### src/skrg_pkg.sv
`default_nettype none
package skrg_pkg;

	localparam logic OP_LOAD   = 1'b0;
	localparam logic OP_FINISH = 1'b1;

	typedef struct packed {
		logic        op;
		logic [15:0] group_key;
		logic [15:0] scan_index;
	} req_t;

	typedef struct packed {
		logic [4:0]  slot;
		logic [15:0] key_out;
		logic [4:0]  group_number;
		logic [4:0]  group_start;
		logic        first_in_group;
		logic        last_in_group;
		logic [5:0]  member_count;
		logic        overflow;
		logic        last;
	} rsp_t;

	typedef struct packed {
		logic load;
		logic drain;
	} cell_ctrl_t;

endpackage
`default_nettype wire

### src/skrg_cell.sv
`default_nettype none
module skrg_cell #(
	parameter int KEY_BITS = 16,
	parameter int SLOT_W   = 5,
	parameter int CNT_W    = 6,
	parameter int IDX      = 0
) (
	input  wire                      clk,
	input  wire skrg_pkg::cell_ctrl_t ctrl,
	input  wire [CNT_W-1:0]          count,
	input  wire [KEY_BITS-1:0]       new_key,
	input  wire [15:0]               new_scan,
	input  wire [SLOT_W-1:0]         new_slot,
	input  wire                      prev_ins,
	input  wire [KEY_BITS-1:0]       prev_key,
	input  wire [15:0]               prev_scan,
	input  wire [SLOT_W-1:0]         prev_slot,
	input  wire [KEY_BITS-1:0]       next_key,
	input  wire [15:0]               next_scan,
	input  wire [SLOT_W-1:0]         next_slot,
	output logic                     ins,
	output logic [KEY_BITS-1:0]      key_q,
	output logic [15:0]              scan_q,
	output logic [SLOT_W-1:0]        slot_q
);

	logic occupied;
	logic stays;

	always_comb begin
		occupied = count > CNT_W'(IDX);
		if (key_q != new_key) begin
			stays = key_q < new_key;
		end else begin
			stays = scan_q <= new_scan;
		end
		ins = !occupied || !stays;
	end

	always_ff @(posedge clk) begin
		if (ctrl.drain) begin
			key_q  <= next_key;
			scan_q <= next_scan;
			slot_q <= next_slot;
		end else if (ctrl.load && ins) begin
			if (prev_ins) begin
				key_q  <= prev_key;
				scan_q <= prev_scan;
				slot_q <= prev_slot;
			end else begin
				key_q  <= new_key;
				scan_q <= new_scan;
				slot_q <= new_slot;
			end
		end
	end

endmodule
`default_nettype wire

### src/stable_key_sort_run_grouper.sv
// Load: one request per cycle, busy stays low; the entry is placed in the cell chain
// at the clock edge that accepts it. Finish: busy while the N loaded entries are sent, one
// result per cycle from the head cell; an accepted finish moves the block into its emit
// state, from which each result is registered. A finish on an empty set gives no result.
// Reset (arst_n low) empties the set and clears the overflow mark; the receiver cannot stall.
`default_nettype none
module stable_key_sort_run_grouper #(
	parameter int CAPACITY = 32,
	parameter int KEY_BITS = 16
) (
	input  wire                 clk,
	input  wire                 arst_n,
	input  wire                 start,
	output logic                busy,
	input  wire skrg_pkg::req_t req,
	output logic                rsp_valid,
	output skrg_pkg::rsp_t      rsp
);

	localparam int SLOT_W = $clog2(CAPACITY);
	localparam int CNT_W  = $clog2(CAPACITY + 1);

	typedef enum logic {
		ST_IDLE,
		ST_EMIT
	} state_t;

	state_t               state_q;
	logic [CNT_W-1:0]     count_q;
	logic                 dropped_q;
	logic [CNT_W-1:0]     pos_q;
	logic [CNT_W-1:0]     grp_q;
	logic [CNT_W-1:0]     gstart_q;

	skrg_pkg::cell_ctrl_t ctrl;
	logic                 accept;
	logic                 full;
	logic [KEY_BITS-1:0]  new_key;

	logic                 ins_w  [CAPACITY];
	logic [KEY_BITS-1:0]  key_w  [CAPACITY];
	logic [15:0]          scan_w [CAPACITY];
	logic [SLOT_W-1:0]    slot_w [CAPACITY];

	logic                 head_last;
	logic                 burst_last;
	logic [CNT_W-1:0]     pos_next;

	assign busy    = state_q == ST_EMIT;
	assign accept  = start && !busy;
	assign full    = count_q == CNT_W'(CAPACITY);
	assign new_key = KEY_BITS'(req.group_key);

	always_comb begin
		ctrl.load  = accept && req.op == skrg_pkg::OP_LOAD && !full;
		ctrl.drain = state_q == ST_EMIT;
	end

	for (genvar i = 0; i < CAPACITY; i++) begin : g_cell
		logic                prev_ins;
		logic [KEY_BITS-1:0] prev_key;
		logic [15:0]         prev_scan;
		logic [SLOT_W-1:0]   prev_slot;
		logic [KEY_BITS-1:0] next_key;
		logic [15:0]         next_scan;
		logic [SLOT_W-1:0]   next_slot;

		if (i == 0) begin : g_head
			assign prev_ins  = 1'b0;
			assign prev_key  = '0;
			assign prev_scan = '0;
			assign prev_slot = '0;
		end else begin : g_body
			assign prev_ins  = ins_w[i-1];
			assign prev_key  = key_w[i-1];
			assign prev_scan = scan_w[i-1];
			assign prev_slot = slot_w[i-1];
		end

		if (i == CAPACITY - 1) begin : g_tail
			assign next_key  = key_w[i];
			assign next_scan = scan_w[i];
			assign next_slot = slot_w[i];
		end else begin : g_mid
			assign next_key  = key_w[i+1];
			assign next_scan = scan_w[i+1];
			assign next_slot = slot_w[i+1];
		end

		skrg_cell #(
			.KEY_BITS (KEY_BITS),
			.SLOT_W   (SLOT_W),
			.CNT_W    (CNT_W),
			.IDX      (i)
		) u_cell (
			.clk       (clk),
			.ctrl      (ctrl),
			.count     (count_q),
			.new_key   (new_key),
			.new_scan  (req.scan_index),
			.new_slot  (count_q[SLOT_W-1:0]),
			.prev_ins  (prev_ins),
			.prev_key  (prev_key),
			.prev_scan (prev_scan),
			.prev_slot (prev_slot),
			.next_key  (next_key),
			.next_scan (next_scan),
			.next_slot (next_slot),
			.ins       (ins_w[i]),
			.key_q     (key_w[i]),
			.scan_q    (scan_w[i]),
			.slot_q    (slot_w[i])
		);
	end

	always_comb begin
		pos_next   = pos_q + CNT_W'(1);
		burst_last = pos_next == count_q;
		head_last  = burst_last || key_w[1] != key_w[0];
	end

	always_ff @(posedge clk or negedge arst_n) begin
		if (!arst_n) begin
			state_q   <= ST_IDLE;
			count_q   <= '0;
			dropped_q <= 1'b0;
			pos_q     <= '0;
			grp_q     <= '0;
			gstart_q  <= '0;
			rsp_valid <= 1'b0;
			rsp       <= '0;
		end else begin
			rsp_valid <= 1'b0;
			case (state_q)
				ST_IDLE: begin
					if (accept) begin
						if (req.op == skrg_pkg::OP_LOAD) begin
							if (full) begin
								dropped_q <= 1'b1;
							end else begin
								count_q <= count_q + CNT_W'(1);
							end
						end else if (count_q == '0) begin
							dropped_q <= 1'b0;
						end else begin
							state_q  <= ST_EMIT;
							pos_q    <= '0;
							grp_q    <= '0;
							gstart_q <= '0;
						end
					end
				end
				ST_EMIT: begin
					rsp_valid           <= 1'b1;
					rsp.slot            <= 5'(slot_w[0]);
					rsp.key_out         <= 16'(key_w[0]);
					rsp.group_number    <= 5'(grp_q);
					rsp.group_start     <= 5'(gstart_q);
					rsp.first_in_group  <= pos_q == gstart_q;
					rsp.last_in_group   <= head_last;
					rsp.member_count    <= head_last ? 6'(pos_next - gstart_q) : '0;
					rsp.overflow        <= dropped_q;
					rsp.last            <= burst_last;
					pos_q               <= pos_next;
					if (head_last) begin
						grp_q    <= grp_q + CNT_W'(1);
						gstart_q <= pos_next;
					end
					if (burst_last) begin
						state_q   <= ST_IDLE;
						count_q   <= '0;
						dropped_q <= 1'b0;
					end
				end
				default: begin
					state_q <= ST_IDLE;
				end
			endcase
		end
	end

endmodule
`default_nettype wire

### config.mk
export PLATFORM = sky130hd
export DESIGN_NAME = stable_key_sort_run_grouper
export DESIGN_NICKNAME = d
export VERILOG_FILES = /design/src/skrg_pkg.sv /design/src/skrg_cell.sv /design/src/stable_key_sort_run_grouper.sv
export SDC_FILE = /design/constraint.sdc
export NUM_CORES = 2
export LEC_CHECK = 0
export BUFFER_PORTS_ARGS = -buffer_cell sky130_fd_sc_hd__buf_4
export CORE_MARGIN = 5
export CORE_UTILIZATION = 35
export DETAILED_ROUTE_END_ITERATION = 6
export HOLD_SLACK_MARGIN = 0.02
export SLEW_MARGIN = 20
export SYNTH_ARGS = -nofsm -noshare
export SYNTH_HDL_FRONTEND = slang
export SYNTH_SLANG_ARGS = --single-unit
### constraint.sdc
create_clock -name clk -period 7.8 [get_ports clk]
set_input_delay 0.39 -clock clk [delete_from_list [all_inputs] [get_ports clk]]
set_output_delay 0.39 -clock clk [all_outputs]
set_load 0.005 [all_outputs]
Word-level counts from Yosys, hierarchy flattened
Index checks and enable logic that the tools add are counted.

Bits of input ports: 36. Logic and storage cells: 767. Register bits after elaboration: 1252. Output and inout bits: 43.

Order comparisons: 96. Bitwise operators: 2. Equal/unequal tests: 45. Add/sub/neg operators: 4. Muxes and demuxes: 337. Reductions and logical operators: 171.

Operator list (count): 16-bit two-way mux (186); 16-bit != test (33); 16-bit less-or-equal comparator (32); 16-bit less-than comparator (32); 5-bit two-way mux (93); 6-bit by 5-bit greater-than comparator with 1-bit output (second input constant) (16); 1-bit logical NOT (66); 2-bit nonzero test (31); 6-bit two-way mux (10); 6-bit by 4-bit greater-than comparator with 1-bit output (second input constant) (8); 6-bit case mux with 2 select lines (4); 1-bit two-way mux (42); 1-bit logical AND (35); 1-bit logical OR (33); 6-bit by 3-bit greater-than comparator with 1-bit output (second input constant) (4); 6-bit by 1-bit adder with 6-bit output (second input constant) (3); 6-bit == test (2); 6-bit by 1-bit greater-than comparator with 1-bit output (second input constant) (2); 6-bit by 2-bit greater-than comparator with 1-bit output (second input constant) (2); 4-bit AND reduction (3); 2-bit != test (second input constant) (5); 6-bit == test (second input constant) (1); 6-bit logical NOT (1); 3-bit != test (second input constant) (2); 6 further kinds (9).

Depth between registers and ports, before layout
Depth in word-level cells: 7. Depth in mapped cells: 13. Depth with buffers taken out: 10.

Hierarchy
Synthesis repeated with hierarchy kept, for this count alone.

Cell total of the unflattened synthesis: 9196. Area, all modules: 90680.7 um2.

By module, submodules not included: skrg_cell (g_cell[24].u_cell ...) (times used 2, cells an instance 280, area each 2712.6 um2, sequential area each 1111.1 um2); skrg_cell (g_cell[17].u_cell ...) (times used 2, cells an instance 280, area each 2711.4 um2, sequential area each 1111.1 um2); skrg_cell (g_cell[2].u_cell ...) (times used 2, cells an instance 277, area each 2702.6 um2, sequential area each 1111.1 um2); stable_key_sort_run_grouper (times used 1, cells an instance 275, area each 3274.4 um2, sequential area each 1676.6 um2); skrg_cell (g_cell[0].u_cell) (times used 1, cells an instance 279, area each 2772.7 um2, sequential area each 1111.1 um2); skrg_cell (g_cell[21].u_cell) (times used 1, cells an instance 279, area each 2770.2 um2, sequential area each 1111.1 um2); skrg_cell (g_cell[5].u_cell) (times used 1, cells an instance 278, area each 2768.9 um2, sequential area each 1111.1 um2); skrg_cell (g_cell[9].u_cell) (times used 1, cells an instance 279, area each 2768.9 um2, sequential area each 1111.1 um2); skrg_cell (g_cell[1].u_cell) (times used 1, cells an instance 279, area each 2765.2 um2, sequential area each 1111.1 um2); skrg_cell (g_cell[13].u_cell) (times used 1, cells an instance 278, area each 2762.6 um2, sequential area each 1111.1 um2); skrg_cell (g_cell[15].u_cell) (times used 1, cells an instance 282, area each 2760.1 um2, sequential area each 1111.1 um2); skrg_cell (g_cell[31].u_cell) (times used 1, cells an instance 277, area each 2756.4 um2, sequential area each 1111.1 um2); skrg_cell (g_cell[20].u_cell) (times used 1, cells an instance 277, area each 2753.9 um2, sequential area each 1111.1 um2); skrg_cell (g_cell[26].u_cell) (times used 1, cells an instance 279, area each 2753.9 um2, sequential area each 1111.1 um2); 16 more rows.

Least setup slack after synthesis
Ideal clock, no wire load.

Path kind: input-to-reg. Start: input req[31] in the netlist's numbering. End: register g_cell[28].u_cell.key_q[0], enable pin. Required time: 7.317 ns. Slack: 1.886 ns. Buffers on the path: 3. Library setup time: 0.483 ns. Arrival time: 5.431 ns. Stages: 12. Path through: clkbuf_1 -> inv_1 -> ha_1 -> nand4_1 -> nor3_1 -> nand4_1 -> a21oi_1 -> a2bb2oi_1 -> nand2_1 -> clkbuf_1 -> clkbuf_1 -> o21ai_0.

Word-level cells in the longest chain between the ends: 6. Elaborated cells between the ends (all ways): 7. Those cells by class: 1 x order compare; 1 x eq/ne; 1 x mux; 4 x reduce/logical.

RTL lines: start: declaration (line stable_key_sort_run_grouper.sv:15) `input wire skrg_pkg::req_t req,`; 16-bit less-than comparator / 16-bit != test (equally long branches) (line skrg_cell.sv:33, skrg_cell.sv:32); 1-bit two-way mux (*) (line skrg_cell.sv:32) `if (key_q != new_key) begin`; 1-bit logical NOT (*) (line skrg_cell.sv:37) `ins = !occupied || !stays;`; 1-bit logical OR (*) (line skrg_cell.sv:37); 1-bit logical AND (*) (line skrg_cell.sv:45) `end else if (ctrl.load && ins) begin`; 2-bit nonzero test (no source line) (*); end signal: assignment (line skrg_cell.sv:42) `key_q <= next_key;`; end signal: assignment (line skrg_cell.sv:47) `key_q <= prev_key;`; end signal: assignment (line skrg_cell.sv:51) `key_q <= new_key;`; end: declaration (line skrg_cell.sv:22) `output logic [KEY_BITS-1:0] key_q,`.

Every way passes the cells marked *; elsewhere a longest branch is shown, timed or not. A chain may end at the register's enable or synchronous reset.

Worst setup path in the final report
Start: register count_q[1]. End: register g_cell[30].u_cell.key_q[12], data pin.

Word-level cells in the longest chain between the ends: 6.

RTL lines: start: declaration (line stable_key_sort_run_grouper.sv:29) `logic [CNT_W-1:0] count_q;`; start signal: assignment (line stable_key_sort_run_grouper.sv:141) `count_q <= count_q + CNT_W'(1);`; 6-bit by 5-bit greater-than comparator with 1-bit output (line skrg_cell.sv:31) `occupied = count > CNT_W'(IDX);`; 1-bit logical NOT (line skrg_cell.sv:37); 1-bit logical OR (line skrg_cell.sv:37); 16-bit two-way mux (line skrg_cell.sv:46) `if (prev_ins) begin`; 16-bit two-way mux (line skrg_cell.sv:45); 16-bit two-way mux (line skrg_cell.sv:41) `if (ctrl.drain) begin`; end signal: assignment (line skrg_cell.sv:42); end signal: assignment (line skrg_cell.sv:47); end signal: assignment (line skrg_cell.sv:51); end: declaration (line skrg_cell.sv:22).

Every way passes these cells. The select of a mux whose other input is x is not followed.

==> run summary <==
first-pass GRT wire length = 452500 um
Vias = 71080
Max Fclk = 0.1941 GHz
layout cell share with drive strength beyond 1 = 8.030%
clock skew = 0.03283 ns
Final Cell Area = 95680 um^2
main area contributors after synthesis = edfxtp_1 (41%), ha_1 (15%), a21oi_1 (5.3%)
Tot GR Track Use = 22.89%
initial antenna violation count = 13
post-CTS sizing = 0
DR vias/cell = 6.216
Syn Nets = 9322
min Tclk post-route = 5.152 ns
Seq/Total Area, Yosys = 43.11%
clock-pin slew on the worst setup and hold paths = 0.06 ns
Distinct cells, synth = 90
setup_tns = 0 ns
clk sinks = 1251
Die ar. = 256800 um^2
endpoint type of the worst setup path = register
DP Area = 90660 um^2
Max rail drop VDD = 0.0004135 V
Post-synth EDFFs = 1184
commonest cells in the netlist = edfxtp_1 (1184), ha_1 (1035), a21oi_1 (913)
Cell Pwr Density = 481.1 nW/um^2
pin count of the biggest net entering global routing = 213
Detailed Routing Iterations Pass 1 = 7
#FFs+latches synth = 1251
crit path kind = reg -> reg
# IOs = 79
# Post-CTS Setup Buffers = 0
Die Ht = 506.8 um
DP HPWL = 226400 um
Flop pwr share = 37.1%
Yosys warnings = 0
core area = 245700 um^2
RSZ-0062 raised after global routing = false
H-tree level count = 4
routability cong. = 0.9192
ys flop type = edfxtp_1
clock buffer depth = 3
chip width = 506.8 um
post-synth top area cell = edfxtp_1
Slew Viols, Final = 0
HP Class = in -> async
clock root buffer = clkbuf_16
number of port buffers = 78
DRC Markers = 3
Starting DRT DRC Count = 7748
vias in the first global route = 69200
area delta synth->final = 10.78%
Net count, final = 9149
count leader, synth = edfxtp_1
mean post-synth cell area = 10.47 um^2
CP Data Arrival Time = 5.71 ns
switching pwr = 19.77 mW
Power Internal = 26.25 mW
Startpoint Class = register
Worst slew margin = 21.02%
CTS tree = done
Hold Slack = 0.1851 ns
Hold Vio Cnt, Final = 0
Worst-Skew Late Latency = 0.82 ns
Switching Fraction = 42.96%
Setup violations, final = 0
crit share post-route = 66.05%
final wirelength = 306800 um
Gate Count Post-Synth = 8250
violated checks = design-rule violations
worst-margin pin slew = 1.155 ns
power share of the combinational group = 47.2%
Leakage = 39.46 nW
FILL cells = 23510
Final ANT Viol Nets = 0
Clk pwr share = 15.7%
CTS buffer count = 156
share of the synthesized area in the top cell type = 41.16%
Avg WL per Cell = 26.83 um
grt ovf = 0
Max Cap Violations = 0
row count = 182
status = finished, violations left
initial core utilization = 35.15%
critical path required time = 8.36 ns
Synth async-reset ratio = 5.356%
Mapped Area = 86370 um^2
CP max FO = 74
## final timing paths
path / to / cells past startpoint / slack, ns / start
min in group clk: g_cell[31].u_cell.key_q[14] / 2 / 0.21 / req[30]
setup / recovery: g_cell[30].u_cell.key_q[12] / 11 / 2.65 / count_q[1]
hold / removal: pos_q[1] / 2 / 0.19 / arst_n
max in group asynchronous: count_q[3] / 2 / 6.99 / arst_n
hold reg to reg: rsp[3] / 1 / 0.49 / rsp[3]
setup reg to reg: g_cell[30].u_cell.key_q[12] / 11 / 2.65 / count_q[1]
## registers in the layout, indices dropped and copies added (netlist names)
| register | count |
|---|---|
| gstart_q | 6 |
| g_cell.u_cell.scan_q | 512 |
| pos_q | 6 |
| g_cell.u_cell.slot_q | 160 |
| g_cell.u_cell.key_q | 512 |
| dropped_q | 1 |
| rsp | 41 |
| grp_q | 5 |
| rsp_valid | 1 |
| count_q | 6 |
| busy | 1 |
## timing repair
item                                   CTS  global route
setup endpoints to repair                0             0
endpoints found under the hold margin   68             0
hold buffers                             3             0
## cell type report
type	count	area, um^2	area share (%)
clock inverter	71	515.5	0.5388
antenna	7	17.52	0.01831
inverter	163	619.3	0.6473
sequential	1251	37240	38.92
clock buffer	217	4415	4.615
tap	3220	4029	4.211
multi-input combinational	6237	46660	48.77
timing repair buffer	268	2183	2.282
## cells by family after synthesis
logic type	after synthesis	share of synthesized area [%]
AOI/OAI and AO/OA	2609	20.92
xor gates and xnor gates	35	0.3549
adders and majority gates	1036	15.02
buffers and inverters	762	3.472
DFF	1251	43.11
muxes	353	4.198
and+or+nand+nor	2204	12.94
## placed cells by master, fill, tap and decap left out, types with 28 or more instances in the layout
master / Yosys / routed
o31ai_1: 78 / 76
clkbuf_16: 0 / 166
nor3b_2: 32 / 32
nor3_1: 85 / 85
mux2_2: 32 / 32
nand4_1: 181 / 181
a21oi_1: 913 / 911
mux2i_1: 279 / 279
edfxtp_1: 1184 / 1184
o22ai_1: 53 / 52
buf_4: 4 / 251
and3_1: 41 / 40
o221a_1: 35 / 35
nor2_1: 416 / 402
a21boi_1: 40 / 40
nand2b_1: 171 / 171
nor3b_1: 203 / 203
o21ai_0: 119 / 117
mux2_1: 42 / 42
a221o_1: 282 / 282
o21ba_1: 29 / 29
o21ai_1: 197 / 171
ha_1: 1035 / 1035
clkbuf_1: 505 / 44
nand2_1: 761 / 748
and4_1: 28 / 28
xor2_1: 28 / 28
o211ai_1: 50 / 50
a21o_1: 193 / 193
nand3_1: 113 / 112
a22oi_1: 43 / 42
clkinv_1: 0 / 42
inv_1: 161 / 131
nor2b_1: 65 / 65
dfrtp_1: 67 / 63
o31a_1: 36 / 36
nor4_1: 46 / 45
a211oi_1: 32 / 32
a2bb2oi_1: 331 / 331
## routing by layer
layer / up-vias / GRT usage (%) / share of wire (%)
met4: 0 / 11.80 / 5.6
met2: 3383 / 36.56 / 46
li1: 31810 / - / -
met5: - / 0 / 0
met1: 35260 / 29.85 / 41
met3: 625 / 3.883 / 8.0
## through the flow
step | power (mW) | setup slack [ns] | std cells | util [%]
after floorplan | 30.90 | 1.886 | 8250 | -
after global placement | 37.63 | 1.900 | 11130 | 36.89
after detailed placement | 38.46 | 2.197 | 11140 | 36.90
after CTS | 45.74 | 2.827 | 11430 | 38.92
after global routing | 48.86 | 2.538 | 11430 | 38.94
final | 46.03 | 2.648 | 11430 | 38.94
## power groups by stage
stage,clock (mW),sequential (mW),combinational (mW)
detailed placement,0,17.0,21.4
global placement,0,17.0,20.6
finish,7.22,17.1,21.7
global route,7.59,17.4,23.9
CTS,7.30,16.9,21.5
floorplan,0,15.1,15.8
## worst max-delay path, cell delays in order, from the launching register on
cell	delay (ns)
dfrtp_2	1.04
inv_1	0.44
ha_1	0.47
nor2_1	0.14
buf_4	0.28
a21oi_1	0.18
or3b_1	0.48
a2111oi_0	0.45
or3_2	0.23
buf_4	0.66
nor3b_1	0.14
a221o_1	0.31
Note: power is estimated with default switching activity, not from simulation.
